<file path="config.mk">
export PLATFORM = sky130hd
export DESIGN_NAME = hybrid_drive_mode_selector_top
export DESIGN_NICKNAME = d
export VERILOG_FILES = /design/src/rtl/core/hdms_pkg.sv /design/src/rtl/core/hdms_cfg.sv /design/src/rtl/core/hdms_cmp.sv /design/src/rtl/core/hdms_fsm.sv /design/src/rtl/core/hybrid_drive_mode_selector_top.sv
export SDC_FILE = /design/constraint.sdc
export NUM_CORES = 1
export LEC_CHECK = 0
export ABC_AREA = 1
export BUFFER_PORTS_ARGS = -buffer_cell sky130_fd_sc_hd__buf_2
export CORE_ASPECT_RATIO = 0.5
export CORE_MARGIN = 2
export CORE_UTILIZATION = 45
export DETAILED_ROUTE_END_ITERATION = 10
export GPL_ROUTABILITY_DRIVEN = 0
export GPL_TIMING_DRIVEN = 0
export SYNTH_ARGS = -nofsm -noshare
export SYNTH_HDL_FRONTEND = slang
export SYNTH_SLANG_ARGS = --single-unit
</file>
<file path="constraint.sdc">
create_clock -name i_clk -period 6 [get_ports i_clk]
set_clock_uncertainty 0.1 [all_clocks]
set_input_delay 0.3 -clock i_clk [delete_from_list [all_inputs] [get_ports i_clk]]
set_output_delay 0.3 -clock i_clk [all_outputs]
set_load 0.02 [all_outputs]
</file>
<file path="src/rtl/core/hdms_pkg.sv">
// Shared types and constants for the hybrid drive mode selector.
package hdms_pkg;

    localparam int unsigned CFG_IDX_W  = 3;
    localparam int unsigned CFG_DATA_W = 64;
    localparam int unsigned IN_DATA_W  = 64;
    localparam int unsigned OUT_DATA_W = 8;

    // Configuration register indexes
    localparam logic [CFG_IDX_W-1:0] CFG_SPEED      = 3'd0;
    localparam logic [CFG_IDX_W-1:0] CFG_PWR_STOP   = 3'd1;
    localparam logic [CFG_IDX_W-1:0] CFG_PWR_HYBRID = 3'd2;
    localparam logic [CFG_IDX_W-1:0] CFG_CHARGE     = 3'd3;
    localparam logic [CFG_IDX_W-1:0] CFG_ENGINE     = 3'd4;

    // Drive mode codes
    typedef enum logic [2:0] {
        MODE_STAND = 3'd0,
        MODE_EV    = 3'd1,
        MODE_REGEN = 3'd2,
        MODE_CRANK = 3'd3,
        MODE_ENG   = 3'd4,
        MODE_HYB   = 3'd5
    } t_mode;

    typedef struct packed {
        logic        [15:0] speed;
        logic signed [15:0] power;
        logic        [13:0] charge;
        logic        [15:0] engine;
    } t_sample;

    // Decoded thresholds
    typedef struct packed {
        logic        [15:0] s_stop;
        logic        [15:0] s_regen;
        logic        [15:0] s_evmax;
        logic signed [15:0] p_regen;
        logic signed [15:0] p_stoplo;
        logic signed [15:0] p_stophi;
        logic signed [15:0] p_hybin;
        logic signed [15:0] p_hybout;
        logic signed [15:0] p_hybmid;
        logic signed [15:0] p_hyblow;
        logic        [15:0] c_evin;
        logic        [15:0] c_evout;
        logic        [15:0] c_mid;
        logic        [15:0] c_low;
        logic        [15:0] e_on;
        logic        [15:0] e_off;
    } t_limits;

    // Threshold compare results
    typedef struct packed {
        logic spd_gt_stop;
        logic spd_gt_regen;
        logic spd_gt_evmax;
        logic pwr_le_regen;
        logic pwr_ge_stoplo;
        logic pwr_le_stophi;
        logic pwr_ge_hybin;
        logic pwr_le_hybout;
        logic pwr_ge_hybmid;
        logic pwr_le_hyblow;
        logic soc_ge_evin;
        logic soc_ge_evout;
        logic soc_ge_hyb;
        logic soc_ge_low;
        logic rpm_gt_on;
        logic rpm_le_off;
    } t_flags;

endpackage

</file>
<file path="src/rtl/core/hdms_cfg.sv">
// Threshold register file with a plain write port.
module hdms_cfg
    import hdms_pkg::*;
(
    input  logic                  i_clk,
    input  logic                  i_rst_n,
    input  logic                  i_cfg_we,
    input  logic [CFG_IDX_W-1:0]  i_cfg_idx,
    input  logic [CFG_DATA_W-1:0] i_cfg_data,
    output t_limits               o_limits
);

    logic [47:0] r_speed;
    logic [47:0] r_pwr_stop;
    logic [63:0] r_pwr_hyb;
    logic [63:0] r_charge;
    logic [31:0] r_engine;

    always_ff @(posedge i_clk) begin
        if (!i_rst_n) begin
            r_speed    <= '0;
            r_pwr_stop <= '0;
            r_pwr_hyb  <= '0;
            r_charge   <= '0;
            r_engine   <= '0;
        end else if (i_cfg_we) begin
            unique case (i_cfg_idx)
                CFG_SPEED:      r_speed    <= i_cfg_data[47:0];
                CFG_PWR_STOP:   r_pwr_stop <= i_cfg_data[47:0];
                CFG_PWR_HYBRID: r_pwr_hyb  <= i_cfg_data;
                CFG_CHARGE:     r_charge   <= i_cfg_data;
                CFG_ENGINE:     r_engine   <= i_cfg_data[31:0];
                default: ;   // unknown index: write dropped
            endcase
        end
    end

    always_comb begin
        o_limits.s_stop   = r_speed[15:0];
        o_limits.s_regen  = r_speed[31:16];
        o_limits.s_evmax  = r_speed[47:32];
        o_limits.p_regen  = r_pwr_stop[15:0];
        o_limits.p_stoplo = r_pwr_stop[31:16];
        o_limits.p_stophi = r_pwr_stop[47:32];
        o_limits.p_hybin  = r_pwr_hyb[15:0];
        o_limits.p_hybout = r_pwr_hyb[31:16];
        o_limits.p_hybmid = r_pwr_hyb[47:32];
        o_limits.p_hyblow = r_pwr_hyb[63:48];
        o_limits.c_evin   = r_charge[15:0];
        o_limits.c_evout  = r_charge[31:16];
        o_limits.c_mid    = r_charge[47:32];
        o_limits.c_low    = r_charge[63:48];
        o_limits.e_on     = r_engine[15:0];
        o_limits.e_off    = r_engine[31:16];
    end

endmodule

</file>
<file path="src/rtl/core/hdms_cmp.sv">
// Sample-versus-threshold comparator bank.
module hdms_cmp
    import hdms_pkg::*;
(
    input  t_sample i_sample,
    input  t_limits i_limits,
    output t_flags  o_flags
);

    logic [15:0] w_soc;

    assign w_soc = {2'b00, i_sample.charge};

    always_comb begin
        o_flags.spd_gt_stop   = i_sample.speed > i_limits.s_stop;
        o_flags.spd_gt_regen  = i_sample.speed > i_limits.s_regen;
        o_flags.spd_gt_evmax  = i_sample.speed > i_limits.s_evmax;
        // power compares are signed on both sides
        o_flags.pwr_le_regen  = i_sample.power <= i_limits.p_regen;
        o_flags.pwr_ge_stoplo = i_sample.power >= i_limits.p_stoplo;
        o_flags.pwr_le_stophi = i_sample.power <= i_limits.p_stophi;
        o_flags.pwr_ge_hybin  = i_sample.power >= i_limits.p_hybin;
        o_flags.pwr_le_hybout = i_sample.power <= i_limits.p_hybout;
        o_flags.pwr_ge_hybmid = i_sample.power >= i_limits.p_hybmid;
        o_flags.pwr_le_hyblow = i_sample.power <= i_limits.p_hyblow;
        o_flags.soc_ge_evin   = w_soc >= i_limits.c_evin;
        o_flags.soc_ge_evout  = w_soc >= i_limits.c_evout;
        o_flags.soc_ge_hyb    = w_soc >= i_limits.c_mid;
        o_flags.soc_ge_low    = w_soc >= i_limits.c_low;
        o_flags.rpm_gt_on     = i_sample.engine > i_limits.e_on;
        o_flags.rpm_le_off    = i_sample.engine <= i_limits.e_off;
    end

endmodule

</file>
<file path="src/rtl/core/hdms_fsm.sv">
// Drive mode register, guard priority logic and result register.
module hdms_fsm
    import hdms_pkg::*;
(
    input  logic                  i_clk,
    input  logic                  i_rst_n,
    input  logic                  i_valid,
    output logic                  o_ready,
    input  t_flags                i_flags,
    output logic                  o_tvalid,
    input  logic                  i_tready,
    output logic [OUT_DATA_W-1:0] o_tdata
);

    t_mode                 r_mode;
    t_mode                 n_mode;
    logic                  r_out_valid;
    logic [OUT_DATA_W-1:0] r_out_data;
    logic [OUT_DATA_W-1:0] n_out_data;
    logic                  w_adv;
    logic                  w_to_regen;
    logic                  w_to_stand;
    logic                  w_ev_ok;
    logic                  w_exit_ev;
    logic                  w_mot;
    logic                  w_gen;
    logic                  w_eng;

    assign o_ready  = !r_out_valid || i_tready;
    assign w_adv    = i_valid && o_ready;
    assign o_tvalid = r_out_valid;
    assign o_tdata  = r_out_data;

    assign w_to_regen = i_flags.spd_gt_regen && i_flags.pwr_le_regen;
    assign w_to_stand = !i_flags.spd_gt_stop && i_flags.pwr_le_stophi
                        && i_flags.pwr_ge_stoplo;
    assign w_ev_ok    = i_flags.spd_gt_stop && !i_flags.spd_gt_evmax
                        && i_flags.soc_ge_evin;
    // shared engine-mode exit to electric
    assign w_exit_ev  = i_flags.rpm_gt_on && i_flags.pwr_le_hybout
                        && i_flags.pwr_ge_stoplo && w_ev_ok;

    always_comb begin
        n_mode = r_mode;
        unique case (r_mode) inside
            MODE_STAND: begin
                if (w_ev_ok)                  n_mode = MODE_EV;
                else if (i_flags.spd_gt_stop) n_mode = MODE_CRANK;
                else                          n_mode = MODE_STAND;
            end
            MODE_EV: begin
                if (w_to_regen)
                    n_mode = MODE_REGEN;
                else if (i_flags.spd_gt_evmax || i_flags.pwr_ge_hybin
                         || !i_flags.soc_ge_evout)
                    n_mode = MODE_CRANK;
                else if (w_to_stand)
                    n_mode = MODE_STAND;
                else
                    n_mode = MODE_EV;
            end
            MODE_REGEN: begin
                if ((i_flags.spd_gt_evmax && i_flags.pwr_ge_stoplo)
                    || !i_flags.soc_ge_evout)
                    n_mode = MODE_CRANK;
                else if (w_to_stand)
                    n_mode = MODE_STAND;
                else if (i_flags.pwr_ge_stoplo && i_flags.spd_gt_stop)
                    n_mode = MODE_EV;
                else
                    n_mode = MODE_REGEN;
            end
            MODE_CRANK, MODE_ENG, MODE_HYB: begin
                if (i_flags.rpm_gt_on && w_to_regen)
                    n_mode = MODE_REGEN;
                else if (w_exit_ev)
                    n_mode = MODE_EV;
                else if (w_to_stand)
                    n_mode = MODE_STAND;
                else if (r_mode == MODE_CRANK) begin
                    if (i_flags.rpm_gt_on && i_flags.soc_ge_hyb
                        && (i_flags.spd_gt_evmax || i_flags.pwr_ge_hybmid))
                        n_mode = MODE_HYB;
                    else if (i_flags.rpm_gt_on)
                        n_mode = MODE_ENG;
                    else
                        n_mode = MODE_CRANK;
                end else if (i_flags.rpm_le_off)
                    n_mode = MODE_CRANK;   // engine stall
                else if (r_mode == MODE_ENG) begin
                    if (i_flags.pwr_ge_hybmid && i_flags.soc_ge_hyb)
                        n_mode = MODE_HYB;
                    else
                        n_mode = MODE_ENG;
                end else begin
                    if (i_flags.pwr_le_hyblow || !i_flags.soc_ge_low)
                        n_mode = MODE_ENG;
                    else
                        n_mode = MODE_HYB;
                end
            end
            default: n_mode = MODE_STAND;
        endcase
    end

    always_comb begin
        case (n_mode) inside
            MODE_EV, MODE_REGEN, MODE_CRANK, MODE_HYB: w_mot = 1'b1;
            default:                                   w_mot = 1'b0;
        endcase
        case (n_mode) inside
            MODE_CRANK, MODE_ENG, MODE_HYB: w_gen = 1'b1;
            default:                        w_gen = 1'b0;
        endcase
        case (n_mode) inside
            MODE_ENG, MODE_HYB: w_eng = 1'b1;
            default:            w_eng = 1'b0;
        endcase
        n_out_data = {2'b00, w_eng, w_gen, w_mot, n_mode};
    end

    always_ff @(posedge i_clk) begin
        if (!i_rst_n) begin
            r_mode      <= MODE_STAND;
            r_out_valid <= 1'b0;
        end else begin
            if (w_adv) begin
                r_mode <= n_mode;
            end
            r_out_valid <= w_adv || (r_out_valid && !i_tready);
        end
        if (w_adv) begin
            r_out_data <= n_out_data;
        end
    end

endmodule

</file>
<file path="src/rtl/core/hybrid_drive_mode_selector_top.sv">
// Top level of the hybrid drive mode selector.
// One sample transfer in gives one result transfer out, and a sample can be
// taken every clock while the result side is not stalled: the sample lands in
// an input register, the comparator bank and mode guards evaluate it from that
// register, and the new mode with its motor, generator and engine enables is
// loaded into the output register, so throughput is one sample per cycle while m_axis_tready holds. The mode
// register resets to standstill and all thresholds reset to zero; thresholds
// should be written only while no sample is in flight.
module hybrid_drive_mode_selector_top
    import hdms_pkg::*;
(
    input  logic                  i_clk,
    input  logic                  i_rst_n,
    input  logic                  i_cfg_we,
    input  logic [CFG_IDX_W-1:0]  i_cfg_idx,
    input  logic [CFG_DATA_W-1:0] i_cfg_data,
    input  logic                  s_axis_tvalid,
    output logic                  s_axis_tready,
    // [15:0] vehicle_speed, [31:16] power_demand, [45:32] battery_charge,
    // [61:46] engine_speed, [63:62] zero
    input  logic [IN_DATA_W-1:0]  s_axis_tdata,
    output logic                  m_axis_tvalid,
    input  logic                  m_axis_tready,
    // [2:0] drive_mode, [3] motor_enable, [4] generator_enable,
    // [5] engine_enable, [7:6] zero
    output logic [OUT_DATA_W-1:0] m_axis_tdata
);

    logic    r_in_valid;
    t_sample r_sample;
    logic    w_fsm_ready;
    t_limits w_limits;
    t_flags  w_flags;

    assign s_axis_tready = !r_in_valid || w_fsm_ready;

    always_ff @(posedge i_clk) begin
        if (!i_rst_n) begin
            r_in_valid <= 1'b0;
        end else if (s_axis_tready) begin
            r_in_valid <= s_axis_tvalid;
        end
        if (s_axis_tvalid && s_axis_tready) begin
            r_sample.speed  <= s_axis_tdata[15:0];
            r_sample.power  <= s_axis_tdata[31:16];
            r_sample.charge <= s_axis_tdata[45:32];
            r_sample.engine <= s_axis_tdata[61:46];
        end
    end

    hdms_cfg u_cfg (
        .i_clk      (i_clk),
        .i_rst_n    (i_rst_n),
        .i_cfg_we   (i_cfg_we),
        .i_cfg_idx  (i_cfg_idx),
        .i_cfg_data (i_cfg_data),
        .o_limits   (w_limits)
    );

    hdms_cmp u_cmp (
        .i_sample (r_sample),
        .i_limits (w_limits),
        .o_flags  (w_flags)
    );

    hdms_fsm u_fsm (
        .i_clk    (i_clk),
        .i_rst_n  (i_rst_n),
        .i_valid  (r_in_valid),
        .o_ready  (w_fsm_ready),
        .i_flags  (w_flags),
        .o_tvalid (m_axis_tvalid),
        .i_tready (m_axis_tready),
        .o_tdata  (m_axis_tdata)
    );

endmodule

</file>
; After elaboration in Yosys (flattened, before gate mapping)
; Index checks and enable logic that the tools add are counted.
[totals]
register_bits = 329
inputBits = 136
out_inout_bits = 10
elab_cells = 108
[op_classes]
order_cmp = 16
n_eq_ne = 14
muxes = 22
reduce_logical = 43
[ops]
columns = op, n
row1 = $le A16 B16 Y1, 5
row2 = $ge A14 B16 Y1, 4
row3 = $gt A16 B16 Y1, 4
row4 = $ge A16 B16 Y1, 3
row5 = $mux W3, 12
row6 = $eq A3 B2 Y1 const B, 6
row7 = $logic_and A1 B1 Y1, 17
row8 = $eq A3 B3 Y1 const B, 5
row9 = $pmux W3 S4, 1
row10 = $reduce_and A2 Y1, 5
row11 = $eq A3 B1 Y1 const B, 3
row12 = $logic_or A1 B1 Y1, 8
row13 = $logic_not A1 Y1, 7
row14 = $logic_not A3 Y1, 2
row15 = $mux W1, 6
row16 = $mux W2, 3
row17 = $reduce_or A3 Y1, 2
row18 = $reduce_or A4 Y1, 1
row19 = $reduce_or A2 Y1, 1

; Depth between registers and ports, before layout
[depth]
depth_word = 14
depth_mapped = 23
ltp_nobuf = 23

; Modules after synthesis
; A second synthesis with hierarchy kept.
[hier_totals]
cells_unflattened = 2691
area_unflattened_um2 = 19446.2
[modules_own_cells]
columns = module, instances, cells_each, area_per_inst_um2, seq_area_each_um2
row1 = hdms_cfg, 1, 1470, 10267.3, 5124.9
row2 = hdms_cmp, 1, 1052, 6595.1, 0.0
row3 = hybrid_drive_mode_selector_top, 1, 69, 1913.1, 1881.8
row4 = hdms_fsm, 1, 100, 670.6, 260.2

; Least setup slack after synthesis
; Ideal clock, no wire load.
[synth_timing]
path_type = reg-to-reg
startpoint = reg u_fsm.r_out_valid, in the netlist u_fsm.o_tvalid
endpoint = reg r_sample[0] (netlist bit) (enable)
setup_time_ps = 416
arrival_ps = 1948
t_required_ps = 5484
setup_slack_ps = 3536
stages_incl_launch_ff = 4
n_path_buf = 0
period_less_slack_ps = 2464
cell_sequence = dfxtp_1 nand3_1 nand2_1 inv_1
[synth_between]
elab_chain_cells = 4
[synth_lines]
columns = element, line_no
row1 = from (decl), hdms_fsm.sv:17  ; logic r_out_valid;
row2 = from (signal assigned), hdms_fsm.sv:130  ; r_out_valid <= w_adv || (r_out_valid && !i_tready);
row3 = $logic_not A1 Y1, hdms_fsm.sv:29  ; assign o_ready = !r_out_valid || i_tready;
row4 = $logic_or A1 B1 Y1, hdms_fsm.sv:29
row5 = $logic_or A1 B1 Y1, hybrid_drive_mode_selector_top.sv:35  ; assign s_axis_tready = !r_in_valid || w_fsm_ready;
row6 = named net s_axis_tready, hybrid_drive_mode_selector_top.sv:18  ; output logic s_axis_tready,
row7 = $logic_and A1 B1 Y1, hybrid_drive_mode_selector_top.sv:43  ; if (s_axis_tvalid && s_axis_tready) begin
row8 = to (decl), hybrid_drive_mode_selector_top.sv:30  ; t_sample r_sample;
; The timed path passes the listed nets, and every way through them passes these cells.
; A chain may end at the register's enable or synchronous reset.

; Worst setup path in the final report
[layout_timing]
startpoint = reg r_sample[45] (netlist bit)
endpoint = reg u_fsm.r_out_data[4], in the netlist u_fsm.o_tdata[4], data pin
[layout_between]
elab_chain_cells = 13
word_cells_on_any_way = 44
cone_classes = order compare: 7 / eq/ne: 3 / mux: 17 / reduce/logical: 17
[layout_lines]
columns = element, line_no
row1 = $le A16 B16 Y1 / $ge A16 B16 Y1 (equally long branches), "hdms_cmp.sv:25, hdms_cmp.sv:24"
row2 = $logic_or A1 B1 Y1 / $logic_and A1 B1 Y1 (equally long branches), "hdms_fsm.sv:96, hdms_fsm.sv:91"
row3 = $mux W1 (on tied branches), "hdms_fsm.sv:96, hdms_fsm.sv:91"
row4 = $mux W3, hdms_fsm.sv:90  ; else if (r_mode == MODE_ENG) begin
row5 = $mux W3, hdms_fsm.sv:88  ; end else if (i_flags.rpm_le_off)
row6 = $mux W3, hdms_fsm.sv:80  ; else if (r_mode == MODE_CRANK) begin
row7 = $mux W3, hdms_fsm.sv:78  ; else if (w_to_stand)
row8 = $mux W3, hdms_fsm.sv:76  ; else if (w_exit_ev)
row9 = $mux W3, hdms_fsm.sv:74  ; if (i_flags.rpm_gt_on && w_to_regen)
row10 = $pmux W3 S4 (*), hdms_fsm.sv:45  ; unique case (r_mode) inside
row11 = named net u_fsm.n_mode[0], hdms_fsm.sv:16  ; t_mode n_mode;
row12 = $eq A3 B3 Y1 (no source line) / $eq A3 B2 Y1 (equally long branches), --
row13 = $reduce_or A3 Y1 (*), hdms_fsm.sv:111  ; case (n_mode) inside
row14 = $mux W1 (*), hdms_fsm.sv:111
row15 = named net u_fsm.w_gen, hdms_fsm.sv:26  ; logic w_gen;
row16 = to (signal assigned), hdms_fsm.sv:133  ; r_out_data <= n_out_data;
row17 = to (decl), hdms_fsm.sv:18  ; logic [OUT_DATA_W-1:0] r_out_data;
; The timed path passes the listed nets; every way through them passes the cells marked *.

==> flow_summary.toml <==
[worst_setup_path]
crit_path_start_kind = "flop"
reg2reg_setup_slack_ps = 2980
critPathRequiredTime_ps = 6240
path_class = "reg2reg"
critical_path.n_buffers_inverters = 1
critical_path_peak_fanout = 7
r2r.worst_path.cells = 16
worstSetupPathDepth = 16
worstSetupEndpoint = "u_fsm.o_tdata[4]$_DFFE_PP_"
end_kind = "flop"
worstPathCellList = "ha_1 > nand3_1 > nor3_1 > nand2_1 > nand2_1 > nand2_1 > nand3_1 > nand3_1 > nand2_1 > inv_1 > nand2_1 > nand2_2 > nor2_4 > nand2_2 > nand2_1 > nand2_1"
arrival_ps = 3250
timing.critical_path.mode_cell = "nand2_1"
cpPeakStageDelay_ps = 700
crit-reg2reg-capture = "u_fsm.o_tdata[4]$_DFFE_PP_"
crit_start = "r_sample[45]$_DFFE_PP_"
worst_path_dominant_cell_family = "simple AND/OR/NAND/NOR gates"
crit_slowest_cell = "edfxtp_1"
r2r-start = "r_sample[45]$_DFFE_PP_"

[cts]
postCtsSetupBuffers = 0
clock_latency_ps = 600
tritoncts.num_buffers = 31
cts_max_path_buffers = 3
worst_setup_hold_path_clk_slew_ps = 70
cts_num_sinks = 329
cts.htree.levels = 1
clock-root-buffer = "clkbuf_16"
cts.repair.resized = 0
tritoncts_clock_tree = "built"

[floorplanning]
fp.coreArea_mm2 = 0.0377
die-width_um = 282
fp.dieH_um = 143
io_pins = 146
floorplan.initialDensity = 0.460
floorplan_die_area_mm2 = 0.0402
placement_rows = 50

[global_route]
via_count_of_the_first_global_routing_pass = 13683
wire_length_of_the_first_global_routing_pass_um = 81700
grt_start_max_net_pins = 33
grt-ovfl-total = 0
gr-usage-all-layers = 0.278
number_of_antenna_violations_at_the_first_check_in_global_routing = 7

[cells_and_area]
area.growth.synth_to_final_pct = 19.0
fillCellCount = 3615
final_cells = 2931
layout.area.seq_mm2 = 0.00727
postLayoutCoreUtil = 0.548
drive_gt1_frac = 0.0917
multi_input_comb_area_mm2 = 0.00843
final_antenna_diode_count = 0
net_count_reported_at_finish = 2770

[timing]
finalCriticalPeriod_ps = 3020
maximum_frequency_from_static_timing_analysis_mhz = 331
final_hold_viol_count = 0
worst_slew_pin_slew_ps = 1060
rsz_0062_raised_after_global_routing = "no"
max_slew_violation_count = 0
relative_slew_slack = 0.286
setup_viols_final = 0
final.hold.worst_slack_ps = 29.2
setup-tns-final_ps = 0
timing.final.crit_share = 0.503

[power]
power_frac_seq = 0.454
p_sw_frac = 0.278
internal_power_w = 0.00387
switching_power_w = 0.00149
max-vdd-ir-drop_v = 0.000171
clockPowerShare = 0.400
powerDensity_mw_per_mm2 = 259
power_frac_comb = 0.146
totalPowerFinal_w = 0.00536
leakage_nw = 8.60

[logic_synthesis]
synth_top_cell_by_area = "dfxtp_1"
leading_post_synthesis_cells_by_cell_area = "dfxtp_1, ha_1, edfxtp_1"
yosys.area.top_type_share = 0.301
yosys_warnings = 0
synthCells = 2127
synth-edff-count = 68
synth_flop_cell = "dfxtp_1"
post_synth_num_cell_types = 34
synth_seq_area_share = 0.419
async_flop_share = 0
ys_ff_latch = 329
postSynthAreaPerCell_um2 = 8.15
netlist_area_mm2 = 0.0173

[routing]
post_drt_wl_per_cell_um = 19.2
via_count = 15200
drc = 0
detail_route.iter0.violations = 1164
drt_pass1_iterations = 5
detail-route-antenna-nets = 0
route.detailed.vias_per_inst = 5.19
routed_wl_um = 56400

[run]
max_capacitance_violation_total = 0

[place]
buffer_ports.inserted = 140
place_hpwl_um = 41000
place.detailed.instances = 2789

[worst_hold_path]
hold_path.class = "in2reg"

[outcome]
outcome = "finished, final reports clean"
[per-stage QoR]
stage                     area, um^2  worst slack (ps)
after floorplan                17300              3540
after global placement         18700              2940
after detailed placement       18700              3060
after CTS                      20600              3030
after global routing           20600              2810
final                          20600              2980
[logic make-up after synthesis]
kind of cell / count (synthesis) / share of synthesized area
compound gates: 673 / 0.199
buf+inv: 434 / 0.0949
simple gates: 442 / 0.108
flops: 329 / 0.419
other cells: 1 / 0.000216
fa+ha+maj: 248 / 0.179
[routing by layer]
metal	part of all wire	global-route usage	vias up
met1	0.48	0.407	7003
met2	0.42	0.424	460
li1	-	-	7657
met3	0.077	0.0417	80
met4	0.025	0.0742	0
met5	0	0	-
[what timing repair did]
item                                   in CTS  in global routing
setup endpoints to repair                   0                  0
hold buffers                               84                  0
endpoints found under the hold margin     128                  0
[synthesized netlist by cell type, types with 3 or more instances]
library cell and number:
nand2_1 231, o21bai_1 5, buf_2 7, nand4_1 20, dfxtp_1 261, a21oi_1 359
inv_1 350, nand3_1 56, nand2_2 6, nor3_1 19, o21ai_0 284, edfxtp_1 68
clkbuf_1 74, nor4_1 3, o21a_1 10, nor2_1 96, nor2_2 3, a21o_1 6
ha_1 248
[worst min path at each step]
| stage | from | endpoint | slack [ps] | cells after the start |
|---|---|---|---|---|
| floorplan | s_axis_tdata[46] | r_sample[0]$_DFFE_PP_ | 300 | 0 |
| global placement | u_cfg.r_charge[15]$_SDFFE_PN0P_ | u_cfg.r_charge[15]$_SDFFE_PN0P_ | 330 | 2 |
| detailed placement | u_cfg.r_charge[15]$_SDFFE_PN0P_ | u_cfg.r_charge[15]$_SDFFE_PN0P_ | 340 | 2 |
| CTS | i_cfg_data[36] | u_cfg.r_charge[36]$_SDFFE_PN0P_ | 6 | 3 |
| global route | i_cfg_data[43] | u_cfg.r_charge[43]$_SDFFE_PN0P_ | 30 | 3 |
| finish | i_cfg_data[36] | u_cfg.r_charge[36]$_SDFFE_PN0P_ | 30 | 3 |
[power by group through the flow]
stage	combinational, W	clock, W	sequential, W
2_1_floorplan	0.000471	0	0.00245
3_3_place_gp	0.000711	0	0.00248
3_5_place_dp	0.000727	0	0.00248
4_1_cts	0.000773	0.00217	0.00243
5_1_grt	0.000889	0.00225	0.00244
6_report	0.000781	0.00214	0.00243
[flip-flops by register name (all words and copies together) (netlist names)]
signal            count
u_fsm.r_mode          3
r_sample             62
u_fsm.o_tvalid        1
u_cfg.r_pwr_hyb      64
u_cfg.r_engine       32
u_cfg.r_pwr_stop     48
r_in_valid            1
u_fsm.o_tdata         6
u_cfg.r_speed        48
u_cfg.r_charge       64
[cell type report]
class,count,share of cell area
Multi-Input combinational cell,1365,0.409
Sequential cell,329,0.352
Timing Repair Buffer,225,0.0757
Inverter,351,0.0638
Clock buffer,40,0.0427
Tap cell,520,0.0315
Buffer,83,0.0159
Clock inverter,18,0.00970
[worst min-delay path, delay by kind of cell]
kind,cells,cell delay [ps]
AOI/OAI and AO/OA,2,210
buffers and inverters,1,170
[placed cells by master, fill, tap and decap left out, types with 32 or more instances in the layout]
master and n:
dlygate4sd3_1 84, nand3_1 56, inv_1 349, o21ai_0 284
dfxtp_1 261, a21oi_1 359, clkbuf_1 76, buf_2 147
ha_1 248, clkbuf_16 32, nand2_1 231, edfxtp_1 68
nor2_1 96
Power figures use the tool's default switching activity.
